$ cat src/hdl/rtu_pkg.sv
package rtu_pkg;

  // Parse phase codes
  localparam logic [1:0] PH_SKIP   = 2'd0;
  localparam logic [1:0] PH_DIGITS = 2'd1;
  localparam logic [1:0] PH_HALT   = 2'd2;

  // Result status codes
  localparam logic [1:0] ST_END     = 2'd0;
  localparam logic [1:0] ST_INVALID = 2'd1;
  localparam logic [1:0] ST_REJECT  = 2'd2;

  // Radix mode register codes
  localparam logic [1:0] RADIX_BIN   = 2'd0;
  localparam logic [1:0] RADIX_DEC   = 2'd1;
  localparam logic [1:0] RADIX_HEX   = 2'd2;
  localparam logic [1:0] RADIX_UNSUP = 2'd3;

  localparam logic [1:0] RADIX_RESET = RADIX_DEC;

  // Characters of interest
  localparam logic [7:0] CH_NUL     = 8'h00;
  localparam logic [7:0] CH_ZERO    = 8'h30;
  localparam logic [7:0] CH_ONE     = 8'h31;
  localparam logic [7:0] CH_NINE    = 8'h39;
  localparam logic [7:0] CH_LC_A    = 8'h61;
  localparam logic [7:0] CH_LC_F    = 8'h66;
  localparam logic [7:0] CH_UC_A    = 8'h41;
  localparam logic [7:0] CH_UC_F    = 8'h46;
  localparam logic [7:0] CH_LC_X    = 8'h78;
  localparam logic [7:0] CH_UC_X    = 8'h58;

  localparam int VALUE_BITS      = 32;
  localparam int STOP_BITS       = 16;
  localparam int OFFSET_BITS_DEF = 16;

  typedef struct packed {
    logic [VALUE_BITS-1:0] value;
    logic [STOP_BITS-1:0]  offset;
    logic [1:0]            status;
  } result_t;

endpackage

$ cat src/hdl/radix_text_to_unsigned_top.sv
// Streaming text-to-unsigned converter. Feed the bytes of a NUL-terminated
// string on text_byte_i, one transaction each; the NUL byte yields exactly one
// result transaction (value, stop offset, status) and every other byte yields
// none. Leading '0' characters are skipped, an 'x'/'X' prefix is taken only in
// hex mode, digits of the selected radix accumulate modulo 2^32, and the first
// bad byte freezes the result until the NUL. The block takes one byte per
// cycle while in_stall_o is low, and out_valid_o is registered; the per-byte
// update is a single shift or multiply-by-ten-and-add on the parse registers.
// A two-entry output buffer (output register plus skid slot) lets input keep
// flowing while a result waits; in_stall_o rises only when both entries hold
// results. Write radix_mode only while no string is in flight.
module radix_text_to_unsigned_top #(
  parameter int OFFSET_BITS = rtu_pkg::OFFSET_BITS_DEF
) (
  input  logic        clk_i,
  input  logic        rst_ni,
  // configuration write channel
  input  logic        cfg_valid_i,
  output logic        cfg_ready_o,
  input  logic [1:0]  cfg_radix_mode_i,
  // byte input
  input  logic        in_valid_i,
  output logic        in_stall_o,
  input  logic [7:0]  text_byte_i,
  // result output
  output logic        out_valid_o,
  input  logic        out_stall_i,
  output logic [31:0] parsed_value_o,
  output logic [15:0] stop_offset_o,
  output logic [1:0]  parse_status_o
);

  logic [1:0]                     radix_q;
  logic [1:0]                     phase_q, phase_d;
  logic [rtu_pkg::VALUE_BITS-1:0] value_q, value_d;
  logic [OFFSET_BITS-1:0]         index_q, index_d;
  logic [OFFSET_BITS-1:0]         held_off_q, held_off_d;
  logic [1:0]                     held_status_q, held_status_d;
  logic                           emit;
  rtu_pkg::result_t               result;

  // output register and skid slot
  logic             out_valid_q;
  rtu_pkg::result_t out_q;
  logic             skid_valid_q;
  rtu_pkg::result_t skid_q;

  logic in_fire;
  logic out_fire;
  logic new_res;

  assign cfg_ready_o = 1'b1;
  assign in_stall_o  = skid_valid_q;
  assign in_fire     = in_valid_i && !in_stall_o;
  assign out_fire    = out_valid_q && !out_stall_i;
  assign new_res     = in_fire && emit;

  rtu_parse #(
    .OFFSET_BITS (OFFSET_BITS)
  ) u_parse (
    .radix_mode_i  (radix_q),
    .text_byte_i   (text_byte_i),
    .phase_i       (phase_q),
    .value_i       (value_q),
    .index_i       (index_q),
    .held_off_i    (held_off_q),
    .held_status_i (held_status_q),
    .phase_o       (phase_d),
    .value_o       (value_d),
    .index_o       (index_d),
    .held_off_o    (held_off_d),
    .held_status_o (held_status_d),
    .emit_o        (emit),
    .result_o      (result)
  );

  always_ff @(posedge clk_i or negedge rst_ni) begin
    if (!rst_ni) begin
      radix_q <= rtu_pkg::RADIX_RESET;
    end else if (cfg_valid_i && cfg_ready_o) begin
      radix_q <= cfg_radix_mode_i;
    end
  end

  // parse state advances on every accepted byte
  always_ff @(posedge clk_i or negedge rst_ni) begin
    if (!rst_ni) begin
      phase_q       <= rtu_pkg::PH_SKIP;
      value_q       <= '0;
      index_q       <= '0;
      held_off_q    <= '0;
      held_status_q <= rtu_pkg::ST_END;
    end else if (in_fire) begin
      phase_q       <= phase_d;
      value_q       <= value_d;
      index_q       <= index_d;
      held_off_q    <= held_off_d;
      held_status_q <= held_status_d;
    end
  end

  // Output buffer: a new result goes to the output register when it is
  // free (or drains this cycle) and the skid slot is empty; otherwise it
  // parks in the skid slot, which refills the output register on drain.
  always_ff @(posedge clk_i or negedge rst_ni) begin
    if (!rst_ni) begin
      out_valid_q  <= 1'b0;
      skid_valid_q <= 1'b0;
    end else begin
      if (skid_valid_q) begin
        if (out_fire) begin
          skid_valid_q <= 1'b0;
        end
      end else if (new_res && out_valid_q && !out_fire) begin
        skid_valid_q <= 1'b1;
      end
      if (out_fire || !out_valid_q) begin
        out_valid_q <= skid_valid_q || new_res;
      end
    end
  end

  always_ff @(posedge clk_i) begin
    if (out_fire || !out_valid_q) begin
      out_q <= skid_valid_q ? skid_q : result;
    end
    if (!skid_valid_q && new_res && out_valid_q && !out_fire) begin
      skid_q <= result;
    end
  end

  assign out_valid_o    = out_valid_q;
  assign parsed_value_o = out_q.value;
  assign stop_offset_o  = out_q.offset;
  assign parse_status_o = out_q.status;

endmodule

$ cat src/hdl/rtu_parse.sv
module rtu_parse #(
  parameter int OFFSET_BITS = rtu_pkg::OFFSET_BITS_DEF
) (
  input  logic [1:0]                      radix_mode_i,
  input  logic [7:0]                      text_byte_i,
  input  logic [1:0]                      phase_i,
  input  logic [rtu_pkg::VALUE_BITS-1:0]  value_i,
  input  logic [OFFSET_BITS-1:0]          index_i,
  input  logic [OFFSET_BITS-1:0]          held_off_i,
  input  logic [1:0]                      held_status_i,
  output logic [1:0]                      phase_o,
  output logic [rtu_pkg::VALUE_BITS-1:0]  value_o,
  output logic [OFFSET_BITS-1:0]          index_o,
  output logic [OFFSET_BITS-1:0]          held_off_o,
  output logic [1:0]                      held_status_o,
  output logic                            emit_o,
  output rtu_pkg::result_t                result_o
);

  logic                           is_dec;
  logic                           is_lc_hex;
  logic                           is_uc_hex;
  logic                           is_bin;
  logic                           digit_ok;
  logic [3:0]                     digit;
  logic [rtu_pkg::VALUE_BITS-1:0] acc;
  logic [OFFSET_BITS-1:0]         index_inc;
  logic [OFFSET_BITS-1:0]         end_off;
  logic [rtu_pkg::STOP_BITS-1:0]  end_off_clip;

  assign is_dec    = (text_byte_i >= rtu_pkg::CH_ZERO) && (text_byte_i <= rtu_pkg::CH_NINE);
  assign is_lc_hex = (text_byte_i >= rtu_pkg::CH_LC_A) && (text_byte_i <= rtu_pkg::CH_LC_F);
  assign is_uc_hex = (text_byte_i >= rtu_pkg::CH_UC_A) && (text_byte_i <= rtu_pkg::CH_UC_F);
  assign is_bin    = (text_byte_i == rtu_pkg::CH_ZERO) || (text_byte_i == rtu_pkg::CH_ONE);

  // letters: low nibble 1..6 maps to 10..15
  assign digit = is_dec ? text_byte_i[3:0] : 4'(text_byte_i[3:0] + 4'd9);

  always_comb begin
    case (radix_mode_i)
      rtu_pkg::RADIX_BIN: begin
        digit_ok = is_bin;
        acc      = {value_i[rtu_pkg::VALUE_BITS-2:0], digit[0]};
      end
      rtu_pkg::RADIX_DEC: begin
        digit_ok = is_dec;
        acc      = (value_i << 3) + (value_i << 1) + rtu_pkg::VALUE_BITS'(digit);
      end
      rtu_pkg::RADIX_HEX: begin
        digit_ok = is_dec || is_lc_hex || is_uc_hex;
        acc      = {value_i[rtu_pkg::VALUE_BITS-5:0], digit};
      end
      default: begin
        digit_ok = 1'b0;
        acc      = value_i;
      end
    endcase
  end

  assign index_inc = (index_i != {OFFSET_BITS{1'b1}}) ? OFFSET_BITS'(index_i + 1'b1) : index_i;

  assign end_off = (phase_i == rtu_pkg::PH_HALT) ? held_off_i : index_i;

  generate
    if (OFFSET_BITS > rtu_pkg::STOP_BITS) begin : g_clip
      assign end_off_clip = (|end_off[OFFSET_BITS-1:rtu_pkg::STOP_BITS]) ?
                            {rtu_pkg::STOP_BITS{1'b1}} : end_off[rtu_pkg::STOP_BITS-1:0];
    end else begin : g_ext
      assign end_off_clip = rtu_pkg::STOP_BITS'(end_off);
    end
  endgenerate

  always_comb begin
    phase_o       = phase_i;
    value_o       = value_i;
    index_o       = index_inc;
    held_off_o    = held_off_i;
    held_status_o = held_status_i;
    emit_o        = 1'b0;
    result_o      = '0;

    if (text_byte_i == rtu_pkg::CH_NUL) begin
      emit_o = 1'b1;
      if (radix_mode_i == rtu_pkg::RADIX_UNSUP) begin
        result_o.value  = '0;
        result_o.offset = '0;
        result_o.status = rtu_pkg::ST_REJECT;
      end else if (phase_i == rtu_pkg::PH_HALT) begin
        result_o.value  = value_i;
        result_o.offset = end_off_clip;
        result_o.status = held_status_i;
      end else begin
        result_o.value  = value_i;
        result_o.offset = end_off_clip;
        result_o.status = rtu_pkg::ST_END;
      end
      // back to the start for the next string
      phase_o       = rtu_pkg::PH_SKIP;
      value_o       = '0;
      index_o       = '0;
      held_off_o    = '0;
      held_status_o = rtu_pkg::ST_END;
    end else if (phase_i != rtu_pkg::PH_HALT) begin
      if (radix_mode_i == rtu_pkg::RADIX_UNSUP) begin
        phase_o       = rtu_pkg::PH_HALT;
        held_status_o = rtu_pkg::ST_REJECT;
        held_off_o    = '0;
        value_o       = '0;
      end else if ((phase_i == rtu_pkg::PH_SKIP) && (text_byte_i == rtu_pkg::CH_ZERO)) begin
        // leading zero
      end else if ((phase_i == rtu_pkg::PH_SKIP) &&
                   ((text_byte_i == rtu_pkg::CH_LC_X) || (text_byte_i == rtu_pkg::CH_UC_X))) begin
        if (radix_mode_i == rtu_pkg::RADIX_HEX) begin
          phase_o = rtu_pkg::PH_DIGITS;
        end else begin
          phase_o       = rtu_pkg::PH_HALT;
          held_status_o = rtu_pkg::ST_REJECT;
          held_off_o    = index_i;
          value_o       = '0;
        end
      end else if (digit_ok) begin
        phase_o = rtu_pkg::PH_DIGITS;
        value_o = acc;
      end else begin
        phase_o       = rtu_pkg::PH_HALT;
        held_status_o = rtu_pkg::ST_INVALID;
        held_off_o    = index_i;
      end
    end
  end

endmodule
$ cat config.mk
export PLATFORM = sky130hd
export DESIGN_NAME = radix_text_to_unsigned_top
export DESIGN_NICKNAME = d
export VERILOG_FILES = /design/src/hdl/rtu_pkg.sv /design/src/hdl/radix_text_to_unsigned_top.sv /design/src/hdl/rtu_parse.sv
export SDC_FILE = /design/constraint.sdc
export NUM_CORES = 1
export LEC_CHECK = 0
export ABC_AREA = 1
export BUFFER_PORTS_ARGS = -buffer_cell sky130_fd_sc_hd__buf_2
export CORE_UTILIZATION = 35
export CTS_CLUSTER_DIAMETER = 200
export DETAILED_ROUTE_END_ITERATION = 10
export PLACE_DENSITY = 0.48
export SLEW_MARGIN = 20
export SYNTH_ARGS = -nofsm -noshare
export SYNTH_HDL_FRONTEND = slang
export SYNTH_SLANG_ARGS = --single-unit
export TNS_END_PERCENT = 100
$ cat constraint.sdc
create_clock -name clk_i -period 10.5 [get_ports clk_i]
set_input_delay 2.1 -clock clk_i [delete_from_list [all_inputs] [get_ports clk_i]]
set_output_delay 2.1 -clock clk_i [all_outputs]
set_load 0.02 [all_outputs]
==> qor.txt, run 1 <==
area share of fa/ha/maj cells after synthesis = 0.0809
Tcrit/Tclk final = 0.502
EDFF count, synth = 100
gr busiest metal = met1
DR DRC count = 0
Clock Skews = 15.7 ps
grt ovf = 0
die area = 31300 sq um
final WL = 31600 um
Compound-Gate Fraction of Synth Area = 0.0873
Req. time, crit path = 10830 ps
mux cell area share after synthesis = 0
max frequency = 0.190 GHz
layout cells sized above 1 = 0.0861
Reg2Reg Setup Slack = 7370 ps
TritonRoute pass-1 iters = 5
Final Setup Violations = 0
Seq/Total Area, Yosys = 0.449
relative slew slack = 0.351
Num CTS Buffers = 17
RSZ-0062 raised after global routing = false
Tot Pwr = 2.30 mW
GPL Wtd Cong = 0.905
#FFs+latches synth = 172
CTS tree = built
post-synthesis simple-gate area fraction = 0.299
DP HPWL = 22500 um
Post-Syn Area per Cell = 7.50 sq um
vias = 9230
CTS Buffer Depth = 2
drt wl/cell = 16.8 um
number of global-route vias before repair = 8557
H-tree depth = 4
largest net degree at the start of global routing = 72
PwrDens = 191 nW/um^2
Clk Latency, worst-skew pair = 440 ps
most frequent cells in the layout = nand2_1, inv_1, nor2_1
top cell family by delay on the critical path = adder cells
HP Class = register to register
MaxCap Viol Count = 0
crit-path cells = buf_2 > inv_1 > ha_1 > o21ai_0 > nand2_1 > nand2_2 > nand2_1 > xnor2_1 > fa_1 > inv_1 > fa_1 > o21ai_0 > nand2_1 > nand2_1 > nand2_1 > nand2_1 > nand2_1 > nand2_1 > o21ai_0 > nand2_1 > nand2_1
Fillers = 3096
Slew Limit Fails = 0
Post CTS Setup Buffer Count = 0
Port Buffers = 66
outcome = completed
Synth Area in XOR/XNOR = 0.00900
Worst EP arrival = 5600 ps
largest family of logic cells by synthesized area = simple AND/OR/NAND/NOR gates
CP dominant cell by count = nand2_1
Hold Fails Final Rpt = 0
Die Wd = 177 um
Post-Synthesis Net Count = 1511
cts hold-fix bufs = 0
Final Critical Period = 5270 ps
Routed Antenna Nets = 0
Cells after Synth = 1428
Setup CP Type = input port to register
asr flop ratio synth = 0.419
CP max-delay cell = fa_1
Worst path max stage delay = 550 ps
post-synth cell types = 45
Antenna diodes = 0
YS warnings = 0
LEAKAGE = 6.26 nW
crit path max fanout = 9
Fin Setup TNS = 0 ps
Worst setup SP type = input port
M3 GR Usage = 0.0307
Initial Util = 0.358
VDD IR max = 0.000120 V
IO Pins = 68
Vias per Instance = 4.92
initial antenna violation count = 0
row cnt = 63
Total GRT Usage = 0.211
initial drt markers = 738
actual slew at the worst max-slew pin = 973 ps
Nets = 1556
Synth Flop Type = edfxtp_1
Core Area = 29900 sq um
first-pass GRT wire length = 49800 um
CTS resizes = 0
CP Buf/Inv Count = 3
endpoint class of the critical path = register
Area growth syn-to-layout = 12.4%
most common cell after layout, fill and taps aside = nand2_1
Die Y = 177 um
met1 usage = 0.315
met2 usage = 0.308
Synth Cell Area = 10700 sq um
Root Driver = clkbuf_16
clk sinks = 172
clock-pin slew on the worst setup and hold paths = 80 ps
-- flip-flops by register name, summed over array words and instances (netlist names), 2 cells and up --
| register | flops |
|---|---|
| held_off_q | 16 |
| held_status_q | 2 |
| index_q | 16 |
| parse_status_o | 2 |
| parsed_value_o | 32 |
| phase_q | 2 |
| radix_q | 2 |
| skid_q | 50 |
| stop_offset_o | 16 |
| value_q | 32 |
-- logic make-up after synthesis --
group                      after synthesis
AOI/OAI and AO/OA                      175
adders and majority gates               68
buffers and inverters                  204
xor gates and xnor gates                11
DFF                                    172
other                                    1
and+or+nand+nor                        797
-- worst min-delay path, delay by kind of cell (launching register included) --
family | cells | cell delay (ps)
flops | 1 | 350
simple gates | 2 | 100
-- final timing paths --
check                                     from          end  depth (start not counted)
worst max register to register      phase_q[0]   value_q[7]                          8
max in group asynchronous               rst_ni   in_stall_o                          2
worst min-delay path               value_q[31]  value_q[31]                          2
worst min register to register     value_q[31]  value_q[31]                          2
min in group asynchronous               rst_ni  out_valid_o                          1
worst max-delay path            text_byte_i[0]  value_q[18]                         21
-- cell type report --
cell class / instances / area, sq um / area share
sequential: 172 / 4810 / 0.399
inverter: 155 / 583 / 0.0484
multi-input combinational: 1052 / 5110 / 0.425
tap: 390 / 488 / 0.0405
timing repair buffer: 75 / 404 / 0.0336
clock inverter: 12 / 198 / 0.0164
clock buffer: 20 / 447 / 0.0371
-- per-layer routing --
layer	vias to the layer above	part of all wire
li1	4679	-
met1	4282	0.51
met2	237	0.42
met3	32	0.048
met4	0	0.024
met5	-	0
-- report_power, final --
| part | internal, mW | switching, mW | total (mW) |
|---|---|---|---|
| combinational | 0.226 | 0.467 | 0.694 |
| clock | 0.414 | 0.302 | 0.716 |
| sequential | 0.776 | 0.113 | 0.889 |
| total | 1.42 | 0.883 | 2.30 |
-- stage by stage --
step                utilization  area, sq um  hold slack, ps  setup WS (ps)  cells
finish                    0.403        12000             483           5230   1876
global route              0.403        12000             518           4950   1876
CTS                       0.403        12000             486           5270   1876
detailed placement        0.381        11400             469           4800   1844
global placement          0.381        11400             466           4820   1844
floorplan                     -        10700             442           4550   1428
-- synthesized netlist by cell type (2+ instances only) --
cell type	instances	area share
inv_1	147	0.052
clkbuf_1	34	0.012
xnor2_1	4	0.0033
xor2_1	7	0.0057
inv_2	4	0.0014
nor4_1	2	0.0012
or2_2	4	0.0023
nor2_2	3	0.0018
a21oi_1	77	0.036
nand3_1	64	0.030
dfrtp_1	71	0.17
nor2_1	117	0.041
o211ai_1	3	0.0021
buf_1	2	0.00070
o21bai_1	6	0.0042
fa_1	2	0.0037
o31ai_1	6	0.0042
o21ai_1	9	0.0042
clkinv_1	3	0.0011
nand3b_1	3	0.0021
nand2_1	575	0.20
ha_1	66	0.077
and2_1	2	0.0012
nand4_1	10	0.0058
buf_2	8	0.0037
o21ai_0	66	0.031
a22oi_1	3	0.0021
edfxtp_1	100	0.28
nand2_2	3	0.0018
nor3_1	10	0.0047
buf_4	2	0.0014
buf_6	2	0.0021
No activity file was read; power rests on OpenSTA's default activity.
==> inputs of run 2 (changes only) <==
PLACE_DENSITY = 0.5   (was 0.48)
clock period = 4.59 ns   (was 10.5 ns; I/O delays follow)
==> run 2 against run 1 <==
  * Design area about the same
  * Wire length down 4.1%
  * Largest power group unchanged
  * Via count increased by 0.56%
  * Total power up 120%
  * Core utilization about the same
  * Sequential share of layout area is essentially flat
  * Register-to-register slack worse by 5500 ps
  * Count of clock-buffer cells in the layout down 3
  * Critical path type unchanged
  * Critical path depth decreased by 2
  * Cell count increased by 0.32%
==> qor.txt, run 2 (synthesized netlist as in run 1, its figures left out) <==
pre-CTS setup slack = 295 ps (was 4800 ps)
Worst setup SP type = input port (unchanged)
CTS tree = built (unchanged)
H-tree depth = 4 (unchanged)
largest net degree at the start of global routing = 73 (was 72)
CTS resizes = 0 (unchanged)
Hold Fails Final Rpt = 0 (unchanged)
row cnt = 63 (unchanged)
IO Pins = 68 (unchanged)
most common cell after layout, fill and taps aside = nand2_1 (unchanged)
HP Class = register to register (unchanged)
Nets = 1562 (was 1556)
min setup slack post-route = 686 ps (was 5230 ps)
FF-to-FF End = value_q[18] (was value_q[7])
PwrDens = 424 nW/um^2 (was 191 nW/um^2)
Initial Util = 0.358 (unchanged)
Antenna diodes = 0 (unchanged)
MaxCap Viol Count = 0 (unchanged)
Final Setup Violations = 0 (unchanged)
TritonRoute pass-1 iters = 5 (unchanged)
grt ovf = 0 (unchanged)
Slew Limit Fails = 0 (unchanged)
Area growth syn-to-layout = 12.5% (was 12.4%)
drt wl/cell = 16.1 um (was 16.8 um)
CP endpoint = value_q[13] (was value_q[18])
first-pass GRT wire length = 48500 um (was 49800 um)
clk sinks = 172 (unchanged)
cts hold-fix bufs = 0 (unchanged)
clock-pin slew on the worst setup and hold paths = 70 ps (was 80 ps)
max frequency = 0.256 GHz
LEAKAGE = 6.25 nW (was 6.26 nW)
Largest Register = skid_q (unchanged)
initial drt markers = 750 (was 738)
Num CTS Buffers = 17 (unchanged)
number of global-route vias before repair = 8765 (was 8557)
GPL Wtd Cong = 0.949 (was 0.905)
Clock Skews = 13.1 ps (was 15.7 ps)
r2r startpoint = value_q[2] (was phase_q[0])
layout cells sized above 1 = 0.0905 (was 0.0861)
Worst EP arrival = 4290 ps (was 5600 ps)
Core Area = 29900 sq um (unchanged)
cells on worst reg2reg path = 13 (was 8)
Die Wd = 177 um (unchanged)
relative slew slack = 0.481 (was 0.351)
initial antenna violation count = 0 (unchanged)
Root Driver = clkbuf_16 (unchanged)
number of flip-flops in the largest register = 50 (unchanged)
Reg2Reg Setup Slack = 1870 ps (was 7370 ps)
Setup CP Type = input port to register (unchanged)
Port Buffers = 66 (unchanged)
actual slew at the worst max-slew pin = 777 ps (was 973 ps)
outcome = completed (unchanged)
VDD IR max = 0.000237 V (was 0.000120 V)
Routed Antenna Nets = 0 (unchanged)
crit path max fanout = 9 (unchanged)
Total GRT Usage = 0.202 (was 0.211)
die area = 31300 sq um (unchanged)
final WL = 30300 um (was 31600 um)
CTS Buffer Depth = 2 (unchanged)
Clk Latency, worst-skew pair = 440 ps (about the same)
Hold WS = 483 ps (about the same)
Req. time, crit path = 4970 ps (was 10830 ps)
Final Critical Period = 3900 ps
DP HPWL = 21900 um (was 22500 um)
most frequent cells in the layout = nand2_1, inv_1, nor2_1 (unchanged)
Tcrit/Tclk final = 0.850
cell area after layout = 12000 sq um (about the same)
Vias per Instance = 4.93 (was 4.92)
vias = 9282 (was 9230)
area of placed instances = 11400 sq um (about the same)
Fin Setup TNS = 0 ps (unchanged)
DR DRC count = 0 (unchanged)
Post CTS Setup Buffer Count = 0 (unchanged)
RSZ-0062 raised after global routing = false (unchanged)
Die Y = 177 um (unchanged)
worst setup path startpoint = text_byte_i[0] (unchanged)
endpoint class of the critical path = register (unchanged)
## run 2: cell count changes in the layout (fill, tap and decap cells not counted), sizes merged
cell,before,now
buf,75,81
bufinv,4,2
clkbuf,20,17
clkinv,5,9
clkinvlp,0,3
inv,158,156
## run 2: metal layers
metal  vias to the layer above  part of all wire  track usage
li1                       4686                 -            -
met3                        31             0.047       0.0339
met4                         0             0.019       0.0621
met2                       237              0.42        0.301
met5                         -                 0            0
met1                      4328              0.51        0.297
## run 2: worst min path at each step
stage,end,depth (start not counted),start
2_1_floorplan,held_status_q[1],2,held_status_q[1]
5_1_grt,held_off_q[9],2,held_off_q[9]
3_5_place_dp,held_status_q[1],2,held_status_q[1]
4_1_cts,held_status_q[1],2,held_status_q[1]
6_report,held_status_q[1],2,held_status_q[1]
3_3_place_gp,held_status_q[1],2,held_status_q[1]
## run 2: power breakdown
group,switching (mW),internal [mW]
combinational,1.06,0.524
sequential,0.254,1.78
clock,0.669,0.822
## run 2: final cells by class
class | instances | area, sq um
Fill cell | 3115 | 17800
Multi-Input combinational cell | 1052 | 5110
Sequential cell | 172 | 4810
Inverter | 155 | 583
Tap cell | 390 | 488
Timing Repair Buffer | 81 | 449
Clock buffer | 17 | 425
Clock inverter | 15 | 185
## run 2: metrics by stage
stage | utilization | instances | power (mW)
floorplan | - | 1428 | 3.10
detailed placement | 0.383 | 1850 | 3.63
global placement | 0.383 | 1850 | 3.63
finish | 0.403 | 1882 | 5.11
global route | 0.403 | 1882 | 5.46
CTS | 0.403 | 1882 | 5.15
## run 2: worst max-delay path, stage by stage
cell     delay (ps)
buf_2           130
inv_1            50
ha_1            240
o21ai_0         240
nand2_1          90
nand2_2         150
nand2_1          80
xnor2_1         310
fa_1            500
ha_1            330
nand3_1          80
nand3_1         190
nand3_1         140
nand3_1         180
nand2_1         110
nand2_1          50
o21ai_0         290
nand3_1         120
nand2_1          80
